File: config.mk
export PLATFORM = sky130hd
export DESIGN_NAME = nlh_isqrt
export DESIGN_NICKNAME = d
export VERILOG_FILES = /design/src/sv/nlh_isqrt.sv
export SDC_FILE = /design/constraint.sdc
export NUM_CORES = 1
export LEC_CHECK = 0
export BUFFER_PORTS_ARGS = -buffer_cell sky130_fd_sc_hd__buf_4
export CAP_MARGIN = 20
export CORE_MARGIN = 3
export CORE_UTILIZATION = 60
export CTS_CLUSTER_DIAMETER = 200
export CTS_CLUSTER_SIZE = 30
export DETAILED_ROUTE_END_ITERATION = 10
export MAX_ROUTING_LAYER = met4
export PLACE_DENSITY_LB_ADDON = 0.25
export SYNTH_ARGS = -nofsm -noshare
export SYNTH_HDL_FRONTEND = slang
export SYNTH_SLANG_ARGS = --single-unit
File: constraint.sdc
create_clock -name clock -period 31 [get_ports clock]
set_input_delay 4.65 -clock clock [delete_from_list [all_inputs] [get_ports clock]]
set_output_delay 4.65 -clock clock [all_outputs]
set_load 0.01 [all_outputs]
File: src/sv/nlh_isqrt.sv
`timescale 1ns / 1ps
// Bitwise integer square root, one result bit per cycle.
// Depends on nothing but the clock and reset.
module nlh_isqrt (
   input  logic        clock,
   input  logic        reset,
   input  logic        load,
   input  logic [60:0] radicand,
   output logic [30:0] root,
   output logic        busy
);

   logic [60:0] rem_ff, rem_in;
   logic [60:0] res_ff, res_in;
   logic [4:0]  k_ff, k_in;
   logic        busy_ff, busy_in;
   logic [61:0] bitv, trial;

   always_comb begin
      bitv    = 62'd1 << {k_ff, 1'b0};
      trial   = {1'b0, res_ff} + bitv;
      rem_in  = rem_ff;
      res_in  = res_ff;
      k_in    = k_ff;
      busy_in = busy_ff;
      if (load) begin
         rem_in  = radicand;
         res_in  = '0;
         k_in    = 5'd30;
         busy_in = 1'b1;
      end else if (busy_ff) begin
         if ({1'b0, rem_ff} >= trial) begin
            rem_in = 61'({1'b0, rem_ff} - trial);
            res_in = (res_ff >> 1) + bitv[60:0];
         end else begin
            res_in = res_ff >> 1;
         end
         if (k_ff == 5'd0) begin
            busy_in = 1'b0;
         end else begin
            k_in = k_ff - 1'b1;
         end
      end
   end

   always_ff @(posedge clock) begin
      if (reset) begin
         busy_ff <= 1'b0;
      end else begin
         busy_ff <= busy_in;
      end
   end

   always_ff @(posedge clock) begin
      rem_ff <= rem_in;
      res_ff <= res_in;
      k_ff   <= k_in;
   end

   assign root = res_ff[30:0];
   assign busy = busy_ff;

endmodule

==> results.tsv <==
metric	value	unit
outcome	completed	
worst setup path category	reg -> reg	
Seq cells post-synth	128	
Worst R2R Path Depth	25	
Setup crit end	rem_ff[7]	
root buffer cell	clkbuf_16	
synth cell count leaders	nand2_1 (236), nor2_1 (167), o21ai_0 (156)	
final setup vio count	0	
R2R setup slack	22450	ps
Core Area	23000	um^2
post-synthesis simple-gate area fraction	22.4	%
Post-Route Utilization	66.8	%
largest net degree at the start of global routing	74	
Rows	55	
clock-pin slew on the worst setup and hold paths	60	ps
Yosys warning count	0	
Inserted Diodes	0	
die extent in y	160	um
cell area after synthesis	14200	um^2
CP endpoint kind	register	
Bufs on Longest Clock Path	2	
first-pass GRT wire length	66700	um
final worst slack	22450	ps
total of cells resized after clock tree synthesis	0	
largest cells by area after synthesis	edfxtp_1 (13%), ha_1 (10%), dfxtp_1 (9.4%)	
Synth Flop Type	dfxtp_1	
DR pass1 iterations	5	
power share of the clock group	17.4	%
mux cell area share after synthesis	1.03	%
GRT Total Usage	32.5	%
vias in the first global route	12980	
Leakage	6.10	nW
Post-synth ARST share	0	%
CTS tree	done	
maximum vdd drop	0.0992	mV
clock tree sinks	128	
Slew headroom	31.4	%
share of cells above drive strength 1	10.4	%
global route total overflow	0	
CTS Buf Count	17	
CTS Hold Buffers Added	0	
hpwl dp	31400	um
clk_skew	11.8	ps
Post-CTS Setup Repair Bufs	0	
routability cong.	0.979	
Pint	0.668	mW
Hold Fails Final Rpt	0	
vias per inst	6.47	
final WL	42000	um
drt drc	0	
largest family of logic cells by synthesized area	compound AO/OA/AOI/OAI gates	
Worst Path Required	31050	ps
pwr/cell area	81.3	nW/um^2
post-synth top area share	12.9	%
Initial DRC Count	1355	
crit path time final	8550	ps
WL/cell	19.4	um
average cell area after synthesis	7.67	um^2
Top-Level Pins	96	
RSZ-0062 raised after global routing	false	
Fmax	117	MHz
PortBufs	95	
Initial Util	61.8	%
compound-cell area share of the yosys netlist	27.8	%
Routed Antenna Nets	0	
Hold Crit Class	reg -> reg	
register share of total power	23.7	%
Hold Path Origin	res_ff[0]	
CP Launch Type	register	
fin nets	2020	
Slew Viols, Final	0	
Net Switching	0.580	mW
register area share after synthesis	22.3	%
combinational power share	58.9	%
net switching fraction of the power	46.5	%
final worst path period share	27.6	%
Post-Syn Nets	2034	
Yosys top cell by area	edfxtp_1	
Max Cap Violations	0	
Critical Path Start	k_ff[2]	
Post-Synthesis Cells	1852	
clk_lat worst skew	440	ps
adder and majority gate portion of the synthesized area	10.6	%
FF-to-FF Start	k_ff[2]	
Netlist cell types	87	
CTS H-tree lvls	4	
die footprint	25600	um^2
initial antenna violation count	0	
xor and xnor area share after synthesis	10.1	%
reg2reg end	rem_ff[7]	
Critical Path AT	8610	ps
Worst-Margin Slew	1030	ps
number of synthesized flops with an enable pin	61	
DP Worst Slack	22610	ps
routed vias	13991	
Synth-to-Final Area Change	8.10	%
fillers	2065	
DIE WIDTH	160	um
most used standard cell by instance count after synthesis	nand2_1	
critical path fanouts, max	62	
final setup TNS	0	ps
power by group through the flow:
stage	clock, mW	combinational (mW)	sequential, mW
after floorplan	0	0.578	0.277
after global placement	0	0.706	0.295
after detailed placement	0	0.718	0.296
after CTS	0.219	0.724	0.294
after global routing	0.225	0.813	0.302
final	0.217	0.736	0.296
how the worst min path moves through the flow:
stage | to | slack (ps) | depth (start not counted)
after global routing | res_ff[60] | 580 | 2
after CTS | res_ff[0] | 530 | 2
after floorplan | res_ff[0] | 480 | 2
after detailed placement | res_ff[0] | 520 | 2
final | res_ff[0] | 520 | 2
after global placement | res_ff[60] | 510 | 2
placed cells by master (no fill, tap or decap), types with 19 or more instances in the layout:
cell / instances
a31oi_1: 48
and3_1: 28
clkbuf_16: 22
o21bai_1: 25
a21oi_1: 116
nor3_1: 30
a21o_1: 44
nand2_1: 236
nor2_1: 167
ha_1: 117
o21ai_0: 155
inv_1: 33
and2_1: 26
edfxtp_1: 61
xor2_1: 80
nand4_1: 21
xnor2_1: 78
dfxtp_1: 66
a211oi_1: 40
buf_4: 102
nor2b_1: 22
nand2b_1: 19
o211ai_1: 19
nand3_1: 41
per-stage QoR:
step	hold WS, ps	cell area (um^2)	std cells	total power [mW]
global placement	512	14700	2132	1.00
finish	523	15400	2164	1.25
global route	582	15400	2164	1.34
detailed placement	521	14700	2132	1.01
CTS	530	15400	2164	1.24
floorplan	478	14200	1852	0.855
cell type report:
| cell class | instances | area (um^2) | area share (%) |
|---|---|---|---|
| clock buffers | 27 | 609 | 3.97 |
| clock inverters | 5 | 30.0 | 0.196 |
| inverters | 34 | 128 | 0.831 |
| multi-input cells | 1554 | 10200 | 66.7 |
| flip-flops and latches | 128 | 3180 | 20.7 |
| well taps | 313 | 392 | 2.55 |
| repair buffers | 103 | 777 | 5.06 |
sequential cells by signal, summed over array words and instances, names as in the netlist:
name    flops
k_ff        5
res_ff     61
rem_ff     61
busy        1
metal layers:
layer / vias up / global-route usage [%] / share of wire [%]
li1: 6770 / - / -
met1: 6568 / 41.9 / 43
met2: 574 / 51.8 / 46
met3: 79 / 5.40 / 7.2
met4: 0 / 11.8 / 3.1
met5: - / - / 0
logic make-up (layout without fill, tap and decap cells):
| kind of cell | after synthesis | after routing |
|---|---|---|
| and+or+nand+nor | 660 | 660 |
| xor gates and xnor gates | 161 | 161 |
| AOI/OAI and AO/OA | 599 | 599 |
| muxes | 14 | 14 |
| buffers and inverters | 170 | 169 |
| adders and majority gates | 120 | 120 |
| DFF | 128 | 128 |
worst max-delay path, cell delays in order (launching register included):
cell	delay (ps)
dfxtp_1	630
nand2b_1	250
nor3b_1	420
ha_1	370
a31oi_1	280
nor2b_1	200
o21ai_0	190
o211ai_1	260
nand3_2	200
a31o_2	350
a41o_1	290
a211o_1	310
a31oi_1	300
o21ai_0	170
xnor2_1	150
ha_1	380
nand4_1	110
nor3_1	520
and3_1	240
nand4_1	90
o31ai_1	560
o221ai_1	260
a21oi_2	180
a21bo_4	460
o21ai_4	210
buf_4	630
(Power assumes the default switching activity.)
